===== src/sv/tbi_pkg.sv =====
// ----------------------------------------------------------------------------
// tbi_pkg: shared types and constants of the turtle interpreter
// Fixed-point formats, symbol codes, register indexes, fault codes and the
// rounding / saturation helpers used by the datapath.
// ----------------------------------------------------------------------------
package tbi_pkg;

	// Position: signed pixels with 8 fraction bits. Heading: Q1.14.
	typedef logic signed [23:0] pos_t;
	typedef logic signed [15:0] head_t;

	// One saved turtle state on the branch stack
	typedef struct packed {
		pos_t  x;
		pos_t  y;
		head_t c;
		head_t s;
	} entry_t;

	// Stack commands from the core
	typedef struct packed {
		logic clear;
		logic push;
		logic pop;
	} stk_ctrl_t;

	// Stack status back to the core
	typedef struct packed {
		logic empty;
		logic full;
	} stk_stat_t;

	typedef enum logic [1:0] {
		FAULT_NONE      = 2'd0,
		FAULT_OVERFLOW  = 2'd1,
		FAULT_UNDERFLOW = 2'd2,
		FAULT_UNKNOWN   = 2'd3
	} fault_t;

	// One result item
	typedef struct packed {
		logic   segment_valid;
		pos_t   x_from;
		pos_t   y_from;
		pos_t   x_to;
		pos_t   y_to;
		fault_t fault;
	} result_t;

	// Symbol codes
	localparam logic [7:0] SYM_FWD   = 8'h46;
	localparam logic [7:0] SYM_PLUS  = 8'h2B;
	localparam logic [7:0] SYM_MINUS = 8'h2D;
	localparam logic [7:0] SYM_PUSH  = 8'h5B;
	localparam logic [7:0] SYM_POP   = 8'h5D;

	// Configuration port
	localparam int CFG_IDX_W  = 3;
	localparam int CFG_DATA_W = 20;
	localparam logic [CFG_IDX_W-1:0] REG_STEP_LENGTH = 3'd0;
	localparam logic [CFG_IDX_W-1:0] REG_COS_ANGLE   = 3'd1;
	localparam logic [CFG_IDX_W-1:0] REG_SIN_ANGLE   = 3'd2;
	localparam logic [CFG_IDX_W-1:0] REG_START_X     = 3'd3;
	localparam logic [CFG_IDX_W-1:0] REG_START_Y     = 3'd4;

	// Register reset values: 150 px step, 25 degree turn, start at (400, 600)
	localparam logic [19:0] STEP_RST    = 20'd38400;
	localparam head_t       COS_RST     = 16'sd14849;
	localparam head_t       SIN_RST     = 16'sd6924;
	localparam logic [19:0] START_X_RST = 20'd102400;
	localparam logic [19:0] START_Y_RST = 20'd153600;

	localparam head_t Q_ONE   = 16'sd16384;
	localparam head_t H_ZERO  = 16'sd0;
	localparam pos_t  POS_MAX = 24'sh7FFFFF;
	localparam pos_t  POS_MIN = -24'sh800000;
	localparam head_t H_MAX   = 16'sh7FFF;
	localparam head_t H_MIN   = -16'sh8000;

	// Divide a turn product sum by 2^14, round half up, saturate to 16 bits
	function automatic head_t rnd_sat16(input logic signed [32:0] v);
		logic signed [32:0] b;
		logic signed [18:0] q;
		b = v + 33'sd8192;
		q = b[32:14];
		if (q > 19'sd32767)
			return H_MAX;
		else if (q < -19'sd32768)
			return H_MIN;
		else
			return q[15:0];
	endfunction

	// Saturate a 25-bit coordinate sum to 24 bits
	function automatic pos_t sat24(input logic signed [24:0] v);
		if (v[24] != v[23])
			return v[24] ? POS_MIN : POS_MAX;
		else
			return v[23:0];
	endfunction

endpackage


===== src/sv/tbi_stack.sv =====
// ----------------------------------------------------------------------------
// tbi_stack: branch stack with a cached top entry
// The top entry and the one below it sit in registers so that a pop is
// served at once; deeper entries live in a memory whose registered read
// refills the entry below the top on every pop.
// ----------------------------------------------------------------------------
module tbi_stack #(
	parameter int DEPTH = 16
) (
	input  logic               clk,
	input  logic               arst_n,
	input  tbi_pkg::stk_ctrl_t ctrl,
	input  tbi_pkg::entry_t    push_data,
	output tbi_pkg::entry_t    top,
	output tbi_pkg::stk_stat_t stat
);
	import tbi_pkg::*;

	localparam int FW = $clog2(DEPTH + 1);
	localparam int AW = (DEPTH > 1) ? $clog2(DEPTH) : 1;

	logic [FW-1:0] fill_q;
	logic [FW-1:0] base_fill;
	logic [FW-1:0] wr_idx;
	logic [FW-1:0] rd_idx;
	logic [AW-1:0] wr_addr;
	logic [AW-1:0] rd_addr;
	entry_t        mem [DEPTH];
	entry_t        top_q;
	entry_t        below_q;

	// A restart empties the stack before the symbol of the same item acts
	always_comb begin
		base_fill = ctrl.clear ? '0 : fill_q;
		wr_idx    = base_fill - FW'(1);
		rd_idx    = base_fill - FW'(3);
		wr_addr   = wr_idx[AW-1:0];
		rd_addr   = rd_idx[AW-1:0];
	end

	assign top        = top_q;
	assign stat.empty = (fill_q == '0);
	assign stat.full  = (fill_q == FW'(DEPTH));

	// Track the fill level
	always_ff @(posedge clk or negedge arst_n) begin
		if (!arst_n) begin
			fill_q <= '0;
		end else if (ctrl.push) begin
			fill_q <= base_fill + FW'(1);
		end else if (ctrl.pop) begin
			fill_q <= base_fill - FW'(1);
		end else if (ctrl.clear) begin
			fill_q <= '0;
		end
	end

	// Spill the old top into memory on push, refill from memory on pop
	always_ff @(posedge clk) begin
		if (ctrl.push) begin
			if (base_fill != '0)
				mem[wr_addr] <= top_q;
			top_q   <= push_data;
			below_q <= top_q;
		end else if (ctrl.pop) begin
			top_q   <= below_q;
			below_q <= mem[rd_addr];
		end
	end

	a_fill_bound: assert property (@(posedge clk) disable iff (!arst_n)
		fill_q <= FW'(DEPTH))
		else $error("stack fill beyond depth");

	a_push_inc: assert property (@(posedge clk) disable iff (!arst_n)
		ctrl.push |=> fill_q == $past(base_fill) + FW'(1))
		else $error("push did not raise the fill level");

	a_pop_dec: assert property (@(posedge clk) disable iff (!arst_n)
		ctrl.pop |=> fill_q == $past(base_fill) - FW'(1))
		else $error("pop did not lower the fill level");

endmodule

===== config.mk =====
export PLATFORM = sky130hd
export DESIGN_NAME = tbi_stack
export DESIGN_NICKNAME = d
export VERILOG_FILES = /design/src/sv/tbi_pkg.sv /design/src/sv/tbi_stack.sv
export SDC_FILE = /design/constraint.sdc
export NUM_CORES = 1
export LEC_CHECK = 0
export BUFFER_PORTS_ARGS = -buffer_cell sky130_fd_sc_hd__buf_2
export CORE_ASPECT_RATIO = 1.1
export CORE_UTILIZATION = 40
export CTS_BUF_LIST = sky130_fd_sc_hd__clkbuf_2 sky130_fd_sc_hd__clkbuf_4 sky130_fd_sc_hd__clkbuf_8
export DETAILED_ROUTE_END_ITERATION = 10
export PLACE_DENSITY_LB_ADDON = 0.3
export SLEW_MARGIN = 20
export SYNTH_ARGS = -nofsm -noshare
export SYNTH_HDL_FRONTEND = slang
export SYNTH_SLANG_ARGS = --single-unit

===== constraint.sdc =====
create_clock -name clk -period 6.15 [get_ports clk]
set_clock_uncertainty 0.15 [all_clocks]
set_input_delay 1.23 -clock clk [delete_from_list [all_inputs] [get_ports clk]]
set_output_delay 1.23 -clock clk [all_outputs]
set_load 0.02 [all_outputs]

# Word-level counts from Yosys, hierarchy flattened
# Memory sizes are Yosys's and may differ from the RTL's.
# Cells that the tools add are included.
dict set report classes {
  n_eq_ne 1
  n_mux 10
  addsub 3
  reduce_logical 3
}
# cell count
set ops {}
lappend ops {{$mux 80} 4}
lappend ops {{$mux 5} 3}
lappend ops {{$add 5x1->5 const B} 1}
lappend ops {{$eq 5x5->1 const B} 1}
lappend ops {{$logic_not 5->1} 1}
lappend ops {{$reduce_bool 5->1} 1}
lappend ops {{$sub 5x1->5 const B} 1}
lappend ops {{$sub 4x2->4 const B} 1}
lappend ops {{$mux 1} 3}
lappend ops {{$reduce_bool 2->1} 1}
dict set report word_totals {
  n_memories 1
  output_inout_bits 82
  input_bits 85
  word_cells 27
  regBits 165
  mem_bits_rw 1280
}
# memory words word_bits rd rd_ports_with_merged_regs write_ports line_no
set mem_list {}
lappend mem_list {mem 16 80 1 0 1 tbi_stack.sv:28} ;# entry_t mem [DEPTH];

# Logic depth before layout (Yosys ltp)
dict set report depth {
  ltp_word 5
  mapped_depth 13
  mapped_depth_nobuf 8
}

# Least setup slack after synthesis
# Ideal clock, no wire load.
dict set report synth_path {
  kind {in2reg}
  startpoint {input port ctrl[2] (netlist bit)}
  endpoint {memory mem[6][0] (netlist bit) (enable)}
  cell_stages 11
  required_ns 5.481
  path_buffers 5
  slack_ns -0.817
  t_arrival_ns 6.298
  setup_ns 0.519
  path_cell_list {buf_4 -> nor2b_4 -> inv_2 -> buf_2 -> buf_2 -> buf_2 -> ha_1 -> clkbuf_1 -> nor3b_1 -> o21ai_0 -> nor2_1}
}
dict set report synth_via {
  elab_chain_len 5
  elab_cells_between_ends 6
  classes_between {1 x add/sub; 4 x mux; 1 x reduce/logical}
}
# element line_no
set synth_lines {}
lappend synth_lines {{from (decl)} tbi_stack.sv:12} ;# input tbi_pkg::stk_ctrl_t ctrl,
lappend synth_lines {{$mux 5 *} n/a}
lappend synth_lines {{$reduce_bool 5->1} tbi_stack.sv:61} ;# if (base_fill != '0)
lappend synth_lines {{$mux 1} tbi_stack.sv:61}
lappend synth_lines {{$mux 1} tbi_stack.sv:60} ;# if (ctrl.push) begin
lappend synth_lines {{$mux 1 (not written as such)} tbi_stack.sv:62} ;# mem[wr_addr] <= top_q;
lappend synth_lines {{to (decl)} tbi_stack.sv:28}
# Mark *: on every way between the ends. The rest lies on a longest branch, timed or not.

# Final worst setup path
dict set report layout_path {
  startpoint {input port ctrl[2] (netlist bit)}
  endpoint {memory mem[4][14] (netlist bit) (enable)}
}
# The elaborated chain is that of the path after synthesis.

==> impl_metrics.py <==
metrics = {
    "status": {
        "outcome": "complete, no violations",
    },
    "synth": {
        "ys_ff_latch": 1445,
        "synth.avg_cell_area_sq_um": 22.5,
        "mappedNetlistArea_sq_um": 55500,
        "yosys-top-cells-count": "edfxtp_1, mux4_2, nor2_1",
        "synth_top_area_cell": "edfxtp_1",
        "synth_edf_count": 1440,
        "synth_warnings": 0,
        "ys_seq_area_frac": 0.781,
        "async_flop_share": 0.00346,
        "syn_nets": 2552,
        "synth_ff_type": "edfxtp_1",
        "yosys.area.top_type_share": 0.779,
        "yosysMostFrequentCell": "edfxtp_1",
        "netlist_instances": 2463,
        "synthTopCellsByArea": "edfxtp_1, mux4_2, mux2_2",
        "synth_cell_types": 38,
    },
    "routing": {
        "ant_nets": 0,
        "wl_met2_um": 62400,
        "wl_met1_um": 53400,
        "vias": 26087,
        "wl_per_cell_um": 26.5,
        "highest_layer": "met5",
        "drtIter0Drc": 2205,
        "drc": 0,
        "vias_per_cell": 5.47,
        "firstDrtPassIters": 8,
        "wirelength_um": 126000,
        "dr_wl_met3_um": 8000,
    },
    "setup_path": {
        "critical_path_class": "input port to register",
        "critPathCaptureType": "register",
        "rr_endpoint": "mem[4][14]",
        "reg2reg_depth": 8,
        "cp-startpoint": "ctrl[2]",
        "critical_path.endpoint": "mem[4][14]",
        "r2r-start": "fill_q[0]",
        "worstPathRequired_ns": 6.52,
        "arrival_ns": 4.34,
        "startpoint_type": "input port",
        "r2r_slack_ns": 2.23,
        "worstPathMaxFanout": 40,
    },
    "clock_network": {
        "clockRootBuffer": "clkbuf_8",
        "clock_latency_ns": 0.93,
        "clk_path_buf_depth": 3,
        "cts_tree": "yes",
        "cts_sinks": 1445,
        "htree_levels": 4,
        "post_cts_buffers": 0,
        "clkTransAtPathRegs_ns": 0.06,
        "cts_inserted_buffers": 213,
    },
    "timing": {
        "finalSetupViolations": 0,
        "max_slew_margin": 0.361,
        "fin_crit_sh": 0.646,
        "hold_ws_ns": 0.394,
        "setup_slack_ns": 2.18,
        "hold_viol": 0,
        "worstMarginPinSlew_ns": 0.957,
        "rsz0062_at_grt": "false",
        "tns_ns": 0,
        "fmax_ghz": 0.252,
        "fin_crit_ns": 3.97,
        "slew_viol_final": 0,
    },
    "placed_design": {
        "gp_congestion": 0.743,
        "pre_cts_ws_ns": 1.20,
        "hpwlAfterDp_um": 63100,
        "port_buffers": 166,
    },
    "global_routing": {
        "grt_pass1_vias": 28173,
        "grt_pass1_wl_um": 184000,
        "grt_max_degree": 109,
        "grt_antenna_before_repair": 6,
        "grt_overflow": 0,
        "grtUsageTotal": 0.182,
    },
    "floorplan": {
        "die-area_sq_um": 140000,
        "row_count": 143,
        "floorplan.core_area_sq_um": 138000,
        "dieWidth_um": 357,
        "initial_core_util": 0.402,
        "chipHeight_um": 393,
        "design.portCount": 167,
    },
    "power": {
        "p_total_uw": 22300,
        "p_leak_uw": 0.0204,
        "powerDensity_nw_per_um2": 354,
        "peakVddDrop_uv": 238,
    },
    "cells_and_area": {
        "drive_above_1_share": 0.334,
        "final_core_util": 0.457,
        "fillers": 11431,
        "nets": 2861,
        "syn_to_final_growth_pct": 13.6,
    },
    "job": {
        "drv_cap": 0,
    },
    "hold_path": {
        "hp-class": "register to register",
    },
}
==> area by class of cell <==
type	instances	area, sq um	area share
multi-input combinational	879	11500	0.183
antenna	1	2.50	0.0000397
timing repair buffer	229	1600	0.0254
inverter	4	22.5	0.000357
tap	1812	2270	0.0359
sequential	1445	43400	0.688
clock buffer	284	3480	0.0552
clock inverter	112	782	0.0124
==> per-layer routing <==
layer / up-vias / GRT usage
li1: 11030 / -
met1: 14080 / 0.242
met2: 798 / 0.299
met3: 171 / 0.0420
met4: 8 / 0.0508
met5: - / 0
==> sequential cells by signal, indices dropped and copies added, names as in the netlist <==
name and cells:
mem 1280, below_q 80, top 80, fill_q 5
==> cells by family after synthesis <==
| group | Yosys count | synth area share |
|---|---|---|
| DFF | 1445 | 0.781 |
| adders and majority gates | 4 | 0.000902 |
| xor gates and xnor gates | 6 | 0.00128 |
| AOI/OAI and AO/OA | 177 | 0.0234 |
| muxes | 480 | 0.160 |
| and+or+nand+nor | 212 | 0.0191 |
| buffers and inverters | 139 | 0.0137 |
==> per-stage QoR <==
| stage | instances | area (sq um) |
|---|---|---|
| after floorplan | 2463 | 55500 |
| after global routing | 4766 | 63100 |
| after CTS | 4765 | 63100 |
| after detailed placement | 4368 | 58800 |
| final | 4766 | 63100 |
| after global placement | 4368 | 58800 |
==> worst min-delay path by stage <==
stage,from,end,cells past startpoint
floorplan,below_q[68],top[68],1
global placement,below_q[56],top[56],1
detailed placement,below_q[15],top[15],1
CTS,push_data[44],top[44],2
global route,push_data[49],top[49],2
finish,below_q[7],top[7],1
==> layout by cell type, fill, tap and decap left out, drive strengths merged, types with 4 or more instances in the layout <==
master	synthesis	final
a211oi	81	81
a21oi	5	5
buf	70	228
bufinv	0	9
clkbuf	65	284
clkinv	0	91
clkinvlp	0	8
dfrtp	5	5
edfxtp	1440	1440
ha	4	4
inv	4	8
mux2	80	80
mux2i	80	80
mux4	320	320
nand2	11	11
nand2b	81	81
nor2	102	102
o21ai	8	8
o31ai	80	80
==> worst max-delay path: stages <==
cell and delay, ns:
buf_2 0.19, nor2b_4 0.28, inv_8 0.22, ha_1 0.36, o21ai_0 0.13, and2_1 0.23
nand2_1 0.26, nor2_4 0.82, buf_4 0.58
==> where the power goes <==
group,internal (uW),leakage (uW),switching [uW]
logic,1080,0.00499,1360
registers,11700,0.0132,518
clock network,4080,0.00224,3620
==> timing repair <==
item	CTS	global route
endpoints found under the hold margin	5	0
hold buffers	1	0
gates resized for setup	0	0
Note: power is estimated with default switching activity, not from simulation.
